## config.mk

```make
export PLATFORM = sky130hd
export DESIGN_NAME = mefc_mac
export DESIGN_NICKNAME = d
export VERILOG_FILES = /design/src/mefc_pkg.sv /design/src/mefc_mac.sv
export SDC_FILE = /design/constraint.sdc
export NUM_CORES = 2
export LEC_CHECK = 0
export BUFFER_PORTS_ARGS = -buffer_cell sky130_fd_sc_hd__clkbuf_2
export CORE_MARGIN = 3
export CORE_UTILIZATION = 25
export CTS_CLUSTER_DIAMETER = 80
export DETAILED_ROUTE_END_ITERATION = 7
export PLACE_DENSITY = 0.38
export REMOVE_ABC_BUFFERS = 1
export SYNTH_ARGS = -nofsm -noshare
export SYNTH_HDL_FRONTEND = slang
export SYNTH_SLANG_ARGS = --single-unit
```

## constraint.sdc

```tcl
create_clock -name aclk -period 9.6 [get_ports aclk]
set_clock_uncertainty 0.05 [all_clocks]
set_input_delay 0 -clock aclk [delete_from_list [all_inputs] [get_ports aclk]]
set_output_delay 0 -clock aclk [all_outputs]
set_load 0.02 [all_outputs]
```

## src/mefc_pkg.sv

```systemverilog
// ----------------------------------------------------------------------------
// mefc_pkg
// Shared types and constants of the mirrored-edge fir convolver.
// ----------------------------------------------------------------------------
package mefc_pkg;

    localparam int SW               = 16;
    localparam int FRAC             = SW - 1;
    localparam int RADIUS_CAP_DEF   = 31;
    localparam int MAX_RECORD_DEF   = 65536;
    localparam int S_TDATA_W        = 24;
    localparam int M_TDATA_W        = 32;
    localparam int CFG_W            = 5;
    localparam int TAP_IDX_W        = 6;
    localparam int OUT_IDX_W        = 16;

    localparam logic CMD_TAP        = 1'b0;
    localparam logic CMD_SAMPLE     = 1'b1;

    typedef enum logic [2:0] {
        ST_IDLE,
        ST_LOAD,
        ST_SEEK,
        ST_MAC,
        ST_DRAIN,
        ST_FIN,
        ST_OUT
    } state_t;

    typedef struct packed {
        logic load;
        logic up;
        logic dn;
    } rot_ctl_t;

    typedef struct packed {
        logic clear;
        logic issue;
        logic tap_we;
    } mac_ctl_t;

endpackage

```

## src/mefc_mac.sv

```systemverilog
// ----------------------------------------------------------------------------
// mefc_mac
// Tap store, multiply-accumulate pipeline and round/saturate of the sum.
// ----------------------------------------------------------------------------
module mefc_mac #(
    parameter int DEPTH = 2 * mefc_pkg::RADIUS_CAP_DEF + 1,
    parameter int AW    = $clog2(2 * mefc_pkg::RADIUS_CAP_DEF + 1)
) (
    input  logic                            aclk,
    input  logic                            aresetn,
    input  mefc_pkg::mac_ctl_t              ctl,
    input  logic [AW-1:0]                   tap_waddr,
    input  logic signed [mefc_pkg::SW-1:0]  tap_wdata,
    input  logic [AW-1:0]                   tap_raddr,
    input  logic signed [mefc_pkg::SW-1:0]  sample,
    output logic signed [mefc_pkg::SW-1:0]  filtered
);
    import mefc_pkg::*;

    localparam int ACC_W = 2 * SW + $clog2(DEPTH) + 1;

    logic signed [SW-1:0]    tap_mem [DEPTH];
    logic signed [SW-1:0]    tap_q_reg;
    logic signed [SW-1:0]    smp_reg;
    logic                    vld1_reg;
    logic signed [2*SW-1:0]  prod_reg;
    logic                    vld2_reg;
    logic signed [ACC_W-1:0] acc_reg;
    logic signed [ACC_W-1:0] rnd;
    logic signed [ACC_W-1:0] q;

    always_ff @(posedge aclk) begin
        if (ctl.tap_we) begin
            tap_mem[tap_waddr] <= tap_wdata;
        end
        tap_q_reg <= tap_mem[tap_raddr];
    end

    always_ff @(posedge aclk) begin
        smp_reg  <= sample;
        prod_reg <= tap_q_reg * smp_reg;
        if (ctl.clear) begin
            acc_reg <= '0;
        end else if (vld2_reg) begin
            acc_reg <= acc_reg + ACC_W'(prod_reg);
        end
    end

    always_ff @(posedge aclk) begin
        if (!aresetn) begin
            vld1_reg <= 1'b0;
            vld2_reg <= 1'b0;
        end else begin
            vld1_reg <= ctl.issue;
            vld2_reg <= vld1_reg;
        end
    end

    // round half up, then saturate
    always_comb begin
        rnd = acc_reg + (ACC_W'(1) <<< (FRAC - 1));
        q   = rnd >>> FRAC;
        if (q > ACC_W'((1 << (SW - 1)) - 1)) begin
            filtered = {1'b0, {(SW-1){1'b1}}};
        end else if (q < -(ACC_W'(1) <<< (SW - 1))) begin
            filtered = {1'b1, {(SW-1){1'b0}}};
        end else begin
            filtered = q[SW-1:0];
        end
    end

endmodule

```

== Word level (Yosys, flattened, before mapping) ==
Memory sizes are Yosys's and may differ from the RTL's. A register that Yosys moved wholly into a read port is not among the register bits.
Cells that the tools add are included.
Storage, ports and cells
  logic and storage cells: 15
  bits in read-only memories: 0
  output and inout bits: 16
  bits in registers: 89
  RAM bits: 1008
  latch bits: 0
  memories: 1
Memories
  tap_mem: depth 63, bits a word 16, read ports 1, clocked after memory_dff 1, wr ports 1, RTL line mefc_mac.sv:22  | logic signed [SW-1:0] tap_mem [DEPTH];
Cells by class
  reductions and logical operators: 0
  multiply operators: 1
  equality and inequality tests: 0
  shifts and indexed selects: 0
  magnitude comparators: 2
  div/mod/pow operators: 0
  multiplexer cells: 4
  add/subtract/negate cells: 2
  bitwise gates (word level): 0
Operator list (number)
  $add 39x16->39 const B: 1
  $add 39x32->39: 1
  $mul 16x16->32: 1
  $mux 16: 2
  $gt 24x16->1 const B: 1
  $lt 24x16->1 const B: 1
  $mux 1: 2

== Logic depth before layout (Yosys ltp) ==
  depth after elaboration: 4
  depth in mapped cells: 24
  mapped depth without buffers: 24

== Worst setup path before layout ==
No wires, ideal clock.
  path type: register -> register
  from: register smp_reg[7]
  to: register prod_reg[26]
  arrival time: 5.988 ns
  data required time: 9.478 ns
  path slack: 3.490 ns
  setup time: 0.072 ns
  buffers on the path: 1
  cell stages (with the launch flop): 22
  path through: dfxtp_1 > clkbuf_1 > nand2_1 > fa_1 > inv_1 > fa_1 > inv_1 > fa_1 > inv_1 > fa_1 > fa_1 > inv_1 > fa_1 > inv_1 > ha_1 > or4_1 > a221o_1 > o2111a_1 > a2111o_1 > a31o_2 > a21oi_2 > xnor2_1
On the way
  word-level cells in the longest chain between the ends: 1
Ends and longest elaborated chain
  start: declaration: RTL line mefc_mac.sv:24  | logic signed [SW-1:0] smp_reg;
  start signal: assignment: RTL line mefc_mac.sv:40  | smp_reg <= sample;
  $mul 16x16->32: RTL line mefc_mac.sv:41  | prod_reg <= tap_q_reg * smp_reg;
  end signal: assignment: RTL line mefc_mac.sv:41
  end: declaration: RTL line mefc_mac.sv:26  | logic signed [2*SW-1:0] prod_reg;
No other way between the ends.
A chain may end at the register's enable or synchronous reset.

== Final worst setup path ==
  from: register smp_reg[7]
  to: register prod_reg[31]
Same word-level chain as after synthesis.

==> metrics.csv <==
metric,value,unit
# fillers,21265,
layout cell share with drive strength beyond 1,20.63,%
"area leader, netlist",edfxtp_1,
P_sw,9.568,mW
vias in the first global route,30234,
gpl congestion,0.7241,
"Hold Vio Cnt, Final",0,
Layout Area Growth over Synthesis,16.83,%
WL/cell,23.91,µm
Avg Vias per Cell,4.367,
CP Max Fanout,16,
CTS resizes,0,
initial core utilization,25.18,%
final net count,3798,
pin count of the biggest net entering global routing,126,
"Primary FF master, synth",edfxtp_1,
clk slew on worst S/H paths,0.06,ns
initial antenna violation count,19,
combinational power share,55.2,%
Area after DPL,57580,µm²
WP buf/inv,5,
root buf cell,clkbuf_16,
fin crit period,6.866,ns
FP Rows,169,
CTS tree,built,
H-tree depth,4,
Chip Height,468.4,µm
Final TNS setup,0,ns
initial DRC count,1788,
area occupied by multi-input gates,19750,µm²
port bufs,64,
post-DP HPWL,91410,µm
max reg flops,1008,
total grt overflow,0,
Final Cycle Share,71.53,%
CTS buffer count,133,
sw frac,40.06,%
YS warnings,0,
fraction of registers with async set/reset,0,%
Cells after Synth,3177,
clk_lat worst skew,0.76,ns
kind of critical path,reg2reg,
Final Slew Violations,0,
Total Wirelength,150500,µm
outcome,completed,
Synth area leaders,"edfxtp_1 (57%), mux4_2 (13%), fa_1 (9.9%)",
CP Capture Type,flip-flop,
IO Pins,65,
Internal,14.32,mW
DRT antenna net count,0,
Peak supply drop,0.8091,mV
crit path max-delay cell type,dfxtp_1,
sequential share of the synthesized area,60.57,%
die width,468.4,µm
Slew headroom,28.60,%
CP startpoint kind,flip-flop,
final setup vio count,0,
final instance area,62440,µm²
global-route wire length before repair,218500,µm
"commonest non-fill, non-tap cell in the layout",edfxtp_1,
Core ar.,212300,µm²
critical path's top delay family,adder cells,
routed vias,27495,
leak pwr,21.56,nW
Hold/Removal Path Class,in2reg,
Clock power frac,20.5,%
critical path arrival,7.44,ns
Max-Cap Viols,0,
flop and latch count out of synthesis,1113,
average cell area after synthesis,16.82,µm²
Flop pwr share,24.3,%
crit-path most repeated cell,fa_1,
die area,219400,µm²
Synth top area share,56.63,%
TritonRoute pass-1 iters,5,
Syn Std Cell Area,53450,µm²
register area,32370,µm²
Worst path max stage delay,0.75,ns
cell chain of the critical path,nand2_1 -> fa_1 -> inv_1 -> fa_1 -> inv_1 -> fa_1 -> inv_1 -> fa_1 -> fa_1 -> inv_1 -> fa_1 -> inv_1 -> ha_1 -> nand4_1 -> nor4b_1 -> o2111ai_1 -> a211oi_1 -> o311a_1 -> o21a_1 -> nor2_1 -> xnor2_1,
Slew @ Worst Pin,1.071,ns
Total GRT Usage,13.87,%
Sink Count,1113,
CTS max path bufs,3,
Max Fclk,145.6,MHz
number of flops mapped to enable cells by yosys,1008,
post-synthesis cell type count,72,
RSZ-0062 raised after global routing,no,
Worst Path Required,10.18,ns
Remaining DRCs,0,
most frequent cells in the layout,"edfxtp_1 (1,008), mux4_2 (320), inv_1 (293)",
P per Cell Area,382.5,nW/µm²
==> power by group through the flow <==
stage	sequential, mW	clock (mW)	combinational [mW]
final	5.80	4.90	13.2
after global routing	5.82	5.29	15.1
after CTS	5.80	5.07	13.4
after detailed placement	5.90	0	13.3
after global placement	5.90	0	13.3
after floorplan	5.82	0	9.85
==> layout make-up <==
class                   count  area share (%)
diodes                      5         0.02004
multi-input cells        1637           31.63
repair buffers            187           2.326
clock buffers             175           5.753
inverters                 293           1.761
flip-flops and latches   1113           51.84
well taps                2821           5.653
clock inverters            65           1.018
==> tightest hold or removal path: cells and delay by family <==
family                 cells  cell delay [ns]
AND/OR/NAND/NOR            2             0.29
buffers and inverters      2             0.44
==> cells in the mapped netlist (57+ instances only) <==
library cell  number
clkbuf_1          88
ha_1             121
xnor2_1           57
dfxtp_1          105
fa_1             263
o21ai_0           57
nor2_1           147
nand2_1          192
and2_1           115
mux4_2           320
edfxtp_1        1008
a21oi_1           59
inv_1            293
==> metrics by stage <==
| stage | hold slack (ns) | util, % | power, mW | instances | setup WS, ns |
|---|---|---|---|---|---|
| floorplan | -0.02228 | - | 15.67 | 3043 | 3.615 |
| global route | 0.07411 | 29.41 | 26.24 | 6292 | 2.243 |
| CTS | 0.02983 | 29.41 | 24.26 | 6291 | 2.669 |
| detailed placement | 0.05498 | 27.12 | 19.20 | 5989 | 2.657 |
| finish | 0.1080 | 29.41 | 23.88 | 6296 | 2.734 |
| global placement | 0.05786 | 27.12 | 19.20 | 5989 | 2.772 |
==> worst paths after layout <==
| check | from | end | slack (ns) | cells past startpoint |
|---|---|---|---|---|
| min reg2reg | vld1_reg | vld2_reg | 0.41 | 1 |
| min | tap_waddr[1] | tap_mem[33][12] | 0.11 | 4 |
| max | smp_reg[7] | prod_reg[31] | 2.73 | 21 |
| max reg2reg | smp_reg[7] | prod_reg[31] | 2.73 | 21 |
==> metal layers <==
layer / GRT usage, % / wire (µm) / share of wire (%)
met1: 17.64 / 64670 / 43
met2: 24.09 / 75550 / 50
met3: 2.634 / 6340 / 4.2
met4: 3.828 / 3926 / 2.6
met5: 0 / 41 / 0.027
==> cells by family (layout without fill, tap and decap cells) <==
family | count (synthesis) | in the layout | synth area share (%)
AO/OA/AOI/OAI | 229 | 229 | 2.889
XOR/XNOR | 81 | 81 | 1.327
adder cells (fa/ha/maj) | 384 | 384 | 12.68
buffers and inverters | 427 | 720 | 3.060
flip-flops | 1113 | 1113 | 60.57
multiplexers | 358 | 358 | 14.20
other | 0 | 5 | 0
AND/OR/NAND/NOR | 585 | 585 | 5.277
==> timing repair <==
item,4_1_cts,5_1_grt
endpoints found under the setup margin,0,0
hold buffers,62,0
hold endpoints to repair,1049,0
setup buffers,0,0
Power figures use the tool's default switching activity.
