--- config.mk ---
export PLATFORM = sky130hd
export DESIGN_NAME = mefc_cell
export DESIGN_NICKNAME = d
export VERILOG_FILES = /design/src/mefc_pkg.sv /design/src/mefc_cell.sv
export SDC_FILE = /design/constraint.sdc
export NUM_CORES = 1
export LEC_CHECK = 0
export BUFFER_PORTS_ARGS = -buffer_cell sky130_fd_sc_hd__buf_2
export CORE_UTILIZATION = 37
export CTS_BUF_LIST = sky130_fd_sc_hd__clkbuf_16
export DETAILED_ROUTE_END_ITERATION = 6
export PLACE_DENSITY = 0.75
export SYNTH_ARGS = -nofsm -noshare
export SYNTH_HDL_FRONTEND = slang
export SYNTH_SLANG_ARGS = --single-unit
--- constraint.sdc ---
create_clock -name aclk -period 1.2 [get_ports aclk]
set_input_delay 0.12 -clock aclk [delete_from_list [all_inputs] [get_ports aclk]]
set_output_delay 0.12 -clock aclk [all_outputs]
set_load 0.01 [all_outputs]
--- src/mefc_pkg.sv ---
// ----------------------------------------------------------------------------
// mefc_pkg
// Shared types and constants of the mirrored-edge fir convolver.
// ----------------------------------------------------------------------------
package mefc_pkg;

    localparam int SW               = 16;
    localparam int FRAC             = SW - 1;
    localparam int RADIUS_CAP_DEF   = 31;
    localparam int MAX_RECORD_DEF   = 65536;
    localparam int S_TDATA_W        = 24;
    localparam int M_TDATA_W        = 32;
    localparam int CFG_W            = 5;
    localparam int TAP_IDX_W        = 6;
    localparam int OUT_IDX_W        = 16;

    localparam logic CMD_TAP        = 1'b0;
    localparam logic CMD_SAMPLE     = 1'b1;

    typedef enum logic [2:0] {
        ST_IDLE,
        ST_LOAD,
        ST_SEEK,
        ST_MAC,
        ST_DRAIN,
        ST_FIN,
        ST_OUT
    } state_t;

    typedef struct packed {
        logic load;
        logic up;
        logic dn;
    } rot_ctl_t;

    typedef struct packed {
        logic clear;
        logic issue;
        logic tap_we;
    } mac_ctl_t;

endpackage

--- src/mefc_cell.sv ---
// ----------------------------------------------------------------------------
// mefc_cell
// One window cell: a shift stage for incoming samples and a rotating stage
// that walks the window past the multiplier.
// ----------------------------------------------------------------------------
module mefc_cell (
    input  logic                            aclk,
    input  logic                            push,
    input  logic signed [mefc_pkg::SW-1:0]  win_in,
    output logic signed [mefc_pkg::SW-1:0]  win_out,
    input  mefc_pkg::rot_ctl_t              rot_ctl,
    input  logic signed [mefc_pkg::SW-1:0]  rot_from_next,
    input  logic signed [mefc_pkg::SW-1:0]  rot_from_prev,
    output logic signed [mefc_pkg::SW-1:0]  rot_out
);
    import mefc_pkg::*;

    logic signed [SW-1:0] win_reg;
    logic signed [SW-1:0] rot_reg;

    always_ff @(posedge aclk) begin
        if (push) begin
            win_reg <= win_in;
        end
        if (rot_ctl.load) begin
            rot_reg <= win_reg;
        end else if (rot_ctl.up) begin
            rot_reg <= rot_from_next;
        end else if (rot_ctl.dn) begin
            rot_reg <= rot_from_prev;
        end
    end

    assign win_out = win_reg;
    assign rot_out = rot_reg;

endmodule

-- After elaboration in Yosys (flattened, before gate mapping)
Cells that the tools add are included.
- output and inout port bits: 32
- flip-flop bits (word level): 32
- word-level logic and storage cells: 6
- input bits: 53
- reductions and logical operators: 1
- multiplexer cells: 3
- operator list (operator ; number):
    $mux 16 ; 3
    $reduce_bool 3->1 ; 1

-- Longest topological paths before layout
Gate-level depths: netlist of run 1.
- depth in word-level cells: 3
- depth in mapped cells: 4
- mapped depth without buffers: 2

-- Least setup slack after synthesis of run 1
Ideal clock, no wire load.
- path type: in2reg
- start point: input rot_ctl[1] (netlist bit)
- end point: register rot_reg[0], in the netlist rot_out[0], enable pin
- stages on the path: 2
- buffers on the path: 1
- data required time: 867 ps
- path slack: 31 ps
- arrival time: 836 ps
- cells stage by stage: buf_6 -> or3_1
- word-level cells in the longest chain between the ends: 1
- RTL lines (element ; line ; source):
    start, declared ; mefc_cell.sv:11 ; input mefc_pkg::rot_ctl_t rot_ctl,
    $reduce_bool 3->1 (no source line) ; - ;
    end signal, assigned ; mefc_cell.sv:26 ; rot_reg <= win_reg;
    end signal, assigned ; mefc_cell.sv:28 ; rot_reg <= rot_from_next;
    end signal, assigned ; mefc_cell.sv:30 ; rot_reg <= rot_from_prev;
    end, declared ; mefc_cell.sv:19 ; logic signed [SW-1:0] rot_reg;
No other way between the ends.
A chain may end at the register's enable or synchronous reset.

-- Worst setup path after layout of run 1
- start point: register win_reg[5], in the netlist win_out[5]
- end point: output win_out[5] (netlist bit)
- RTL lines (element ; line ; source):
    start, declared ; mefc_cell.sv:18 ; logic signed [SW-1:0] win_reg;
    start signal, assigned ; mefc_cell.sv:23 ; win_reg <= win_in;
    end, declared ; mefc_cell.sv:10 ; output logic signed [mefc_pkg::SW-1:0] win_out,
No word-level cell between the ends.

==> results of run 1 <==
layout by cell type, fill, tap and decap left out:
| cell | count |
|---|---|
| o21ai_0 | 6 |
| clkbuf_16 | 5 |
| edfxtp_1 | 32 |
| o21ai_1 | 10 |
| nand2_1 | 16 |
| buf_4 | 3 |
| buf_2 | 84 |
| mux2i_1 | 16 |
| or3_1 | 1 |
per-layer routing:
layer / routed length (µm) / part of all wire (%) / vias to the layer above / track usage (%)
met3: 285 / 11 / 5 / 9.244
li1: - / - / 494 / -
met1: 1042 / 41 / 395 / 17.53
met4: 57 / 2.3 / 0 / 9.524
met5: 0 / 0 / - / 0
met2: 1133 / 45 / 49 / 20.58
Yosys cell counts:
library cell,count,share of area (%)
nand2_1,16,4.6
buf_2,2,0.76
edfxtp_1,32,73
mux2i_1,16,12
buf_6,1,0.86
clkbuf_1,1,0.29
o21ai_0,6,2.3
o21ai_1,10,3.8
or3_1,1,0.48
buf_12,1,1.5
logic make-up (layout without fill, tap and decap cells):
group	Yosys count	count (layout)	synth area share (%)
muxes	16	16	12.20
DFF	32	32	73.21
buffers and inverters	5	92	3.432
and+or+nand+nor	17	17	5.053
AOI/OAI and AO/OA	16	16	6.101
flip-flops by register name, summed over array words and instances, names as in the netlist:
register  flops
rot_out      16
win_out      16
cell type report:
class                   count  area share [%]
repair buffers             87           23.40
well taps                  46           3.040
multi-input cells          49           16.19
clock buffers               5           6.609
flip-flops and latches     32           50.76
stage by stage:
step           power [mW]  hold WS (ns)  cell area (µm²)  instances  utilization [%]
2_1_floorplan       1.578        0.2189             1313         86                -
3_3_place_gp        1.777        0.2964             1768        214            52.57
3_5_place_dp        1.784        0.2981             1768        214            52.57
5_1_grt             2.970       0.01479             1893        219            56.29
4_1_cts             2.873       0.01802             1893        219            56.29
6_report            2.847       0.02370             1893        219            56.29
power breakdown:
| group | total [mW] | switching [mW] | leakage, nW | internal (mW) |
|---|---|---|---|---|
| Combinational | 0.364 | 0.188 | 0.500 | 0.176 |
| Clock | 1.09 | 0.362 | 0.0616 | 0.725 |
| Sequential | 1.40 | 0.0368 | 0.326 | 1.36 |
| Total | 2.85 | 0.587 | 0.887 | 2.26 |
final timing paths:
kind / to / slack (ns) / startpoint / cells after the start
min: win_out[5] / 0.02 / win_in[5] / 1
max: win_out[5] / 0.26 / win_out[5] / 1
min reg2reg: rot_out[3] / 0.57 / win_out[3] / 2
max reg2reg: rot_out[1] / 0.39 / win_out[1] / 2
==> impl_metrics.toml, run 1 <==
[die]
initial_core_util_pct = 39.03
rows = 21
die_area_um2 = 3790
die_h_um = 61.56
coreArea_um2 = 3363
num_io_pins = 85
die_w_um = 61.56

[cts]
root_buffer = "clkbuf_16"
cts.repair.resized = 0
cts_tree = "done"
clock-sinks = 32
insertion_delay_ns = 0.27
htree_levels = 2
cts_buffer_depth = 2
hold_buffers = 0
post_cts_buffers = 0
clk_pin_slew_ns = 0.04
cts_inserted_buffers = 5

[placed_design]
place.gp.congestion = 0.7370
pre_cts_slack_ns = 0.1075
io_buffers = 84

[power]
peakVddDrop_uv = 1020
power.leakage_nw = 0.8874
power.density_nw_per_um2 = 1504

[worst_setup_path]
worstSetupPathType = "flip-flop to output pin"
cp_top_family = "flip-flops"
crit_required_ns = 1.08
max_stage_delay_ns = 0.39
worstPathMaxFanout = 2
critPathBufInv = 1
cp-end-kind = "output pin"
crit_chain = "buf_2"
arrival_ns = 0.82
critical_path.startpoint_type = "flip-flop"
slowest_stage = "edfxtp_1"

[route]
firstDrtPassIters = 4
antenna_left = 0
wl_um = 2518
drc_errors = 0
num_vias = 943
drt_iter0_markers = 10
via_per_inst = 4.306
wl_per_cell_um = 11.50

[status]
outcome = "completed"

[sta]
setup_slack_ns = 0.2632
rsz0062_at_grt = "false"
post-route-period-util_pct = 78.07
clock_skew_ns = 0.002416
slew_headroom_pct = 78.14
setup_viol = 0
drv_slew = 0
hold_violations = 0
setup_tns_ns = 0
fmax_ghz = 1.067
period_needed_ns = 0.9368
worstMarginPinSlew_ns = 0.3279

[final_layout]
n_antenna_cell = 0
regArea_um2 = 960.9
multi_input_area_um2 = 306.5
drive_above_1_share_pct = 53.18
syn_to_final_growth_pct = 44.23
fillers = 300
nets = 228

[logic_synthesis]
yosysSeqAreaShare_pct = 73.21
yosysUniqueCellTypes = 10
synth-seq-cells = 32
netlist_instances = 86
synth_fp_nets = 139
syn_area_um2 = 1313
syn_avg_cell_area_um2 = 15.26
ys_warn_count = 0

[global_route]
grt_pass1_vias = 867
grt.overflow.total = 0
grt_antenna_before_repair = 0
grt_pass1_wl_um = 3732
grt_util_all_layers_pct = 14.99
grt_max_degree = 33

[flow_run]
maxCapViolCount = 0

[worst_hold_path]
hold_class = "input port to flip-flop"
No activity file was read; power rests on OpenSTA's default activity.
==> run 2: changes to the inputs <==
clock period = 0.8 ns   (was 1.2 ns; I/O delays follow)
==> impl_metrics.toml, run 2 (synthesis gave the netlist of run 1 again) <==
[sta]
period_needed_ns = 0.9203
post-route-period-util_pct = 115.0
drv_slew = 0
rsz0062_at_grt = "true"
setup_tns_ns = -2.420
hold_violations = 0
worstMarginPinSlew_ns = 0.3407
fmax_ghz = 1.087
setup_slack_ns = -0.1203
clock_skew_ns = 0.003652
worst_hold_slack_ns = 0.007850
setup_viol = 39
slew_headroom_pct = 77.29

[worst_setup_path]
crit_required_ns = 0.72
r2r-end = "rot_out[5]"
worstSetupPathType = "flip-flop to output pin"
max_stage_delay_ns = 0.40
slowest_stage = "edfxtp_1"
r2r_cells = 2
rrSetupSlack_ns = -0.02
crit_chain = "buf_2"
cp-end-kind = "output pin"
r2r-start = "win_out[5]"
critical_path.startpoint_type = "flip-flop"
worstPathMaxFanout = 2
cp_top_family = "flip-flops"
critPathBufInv = 1
arrival_ns = 0.84

[cts]
htree_levels = 2
root_buffer = "clkbuf_16"
clk_pin_slew_ns = 0.05
insertion_delay_ns = 0.27
cts_buffer_depth = 2
cts_inserted_buffers = 5
clock-sinks = 32
cts_tree = "done"
post_cts_buffers = 0

[final_layout]
drive_above_1_share_pct = 50.00
nets = 243
fillers = 279
layout_commonest_cell = "buf_2"
n_antenna_cell = 0
postLayoutCellArea_um2 = 2083
finalCoreUtilization_pct = 61.94
layout.cells.non_filler = 234
mostFrequentLayoutCells = "81 x buf_2, 32 x edfxtp_1, 16 x mux2i_1, 16 x nand2_1"
syn_to_final_growth_pct = 58.72

[worst_hold_path]
hold_class = "input port to flip-flop"
hp-start = "win_in[5]"
whs_path_depth = 1
holdPathEnd = "win_out[5]"

[global_route]
grt_max_degree = 33
grt_antenna_before_repair = 0
grt_pass1_vias = 1064
grt.overflow.total = 0
grt_pass1_wl_um = 4816
grt_util_all_layers_pct = 18.77

[route]
firstDrtPassIters = 5
wl_per_cell_um = 14.81
drc_errors = 0
wl_um = 3466
drt_iter0_markers = 64
num_vias = 1081
antenna_left = 0
via_per_inst = 4.620

[status]
outcome = "finished with violations"
failed_checks = "setup timing"

[placed_design]
io_buffers = 84
pre_cts_slack_ns = -0.1649
dpl_cell_area_um2 = 1785
place.gp.congestion = 0.7864
dp.cells = 214

[die]
initial_core_util_pct = 39.03
die_h_um = 61.56
die_area_um2 = 3790
die_w_um = 61.56
num_io_pins = 85
coreArea_um2 = 3363
rows = 21

[power]
total_power_mw = 4.395
peakVddDrop_uv = 1726
power.leakage_nw = 0.9645
power.density_nw_per_um2 = 2110

[flow_run]
maxCapViolCount = 0
run 2: changes by cell type in the layout (fill, tap and decap cells not counted):
cell	previous run	this run
buf_6	0	3
buf_12	0	1
o21ai_0	6	0
o21ai_1	10	15
or3_4	0	1
o21ai_2	0	1
buf_2	84	81
dlygate4sd3_1	0	15
or3_1	1	0
buf_4	3	2
run 2: layer usage:
| layer | up-vias | share of wire (%) | track usage [%] |
|---|---|---|---|
| li1 | 525 | - | - |
| met1 | 487 | 36 | 19.83 |
| met2 | 65 | 52 | 30.41 |
| met3 | 4 | 11 | 10.08 |
| met4 | 0 | 1.0 | 9.524 |
| met5 | - | 0 | 0 |
run 2: worst max path at each step:
stage,startpoint,end,slack [ns],cells past startpoint
6_report,win_out[2],win_out[2],-0.12,1
5_1_grt,win_out[0],win_out[0],-0.14,1
2_1_floorplan,rot_ctl[1],rot_out[0],-0.1,2
4_1_cts,win_out[6],win_out[6],-0.11,1
3_5_place_dp,rot_ctl[1],rot_out[10],-0.16,4
3_3_place_gp,rot_ctl[0],rot_out[4],-0.14,2
run 2: repair_timing:
| item | 4_1_cts | 5_1_grt |
|---|---|---|
| endpoints found under the hold margin | 15 | 0 |
| resized for setup | 0 | 5 |
| hold buffers | 15 | 0 |
| setup endpoints to repair | 32 | 47 |
run 2: power by group:
| part | total [mW] | internal (mW) | switching, mW |
|---|---|---|---|
| Combinational | 0.656 | 0.337 | 0.319 |
| Clock | 1.64 | 1.09 | 0.550 |
| Sequential | 2.10 | 2.04 | 0.0608 |
run 2: layout make-up:
cell class / count / area (µm²) / share of cell area, %
well taps: 46 / 57.56 / 2.763
clock buffers: 5 / 125.1 / 6.006
flip-flops and latches: 32 / 960.9 / 46.13
repair buffers: 102 / 624.3 / 29.97
multi-input cells: 49 / 315.3 / 15.14
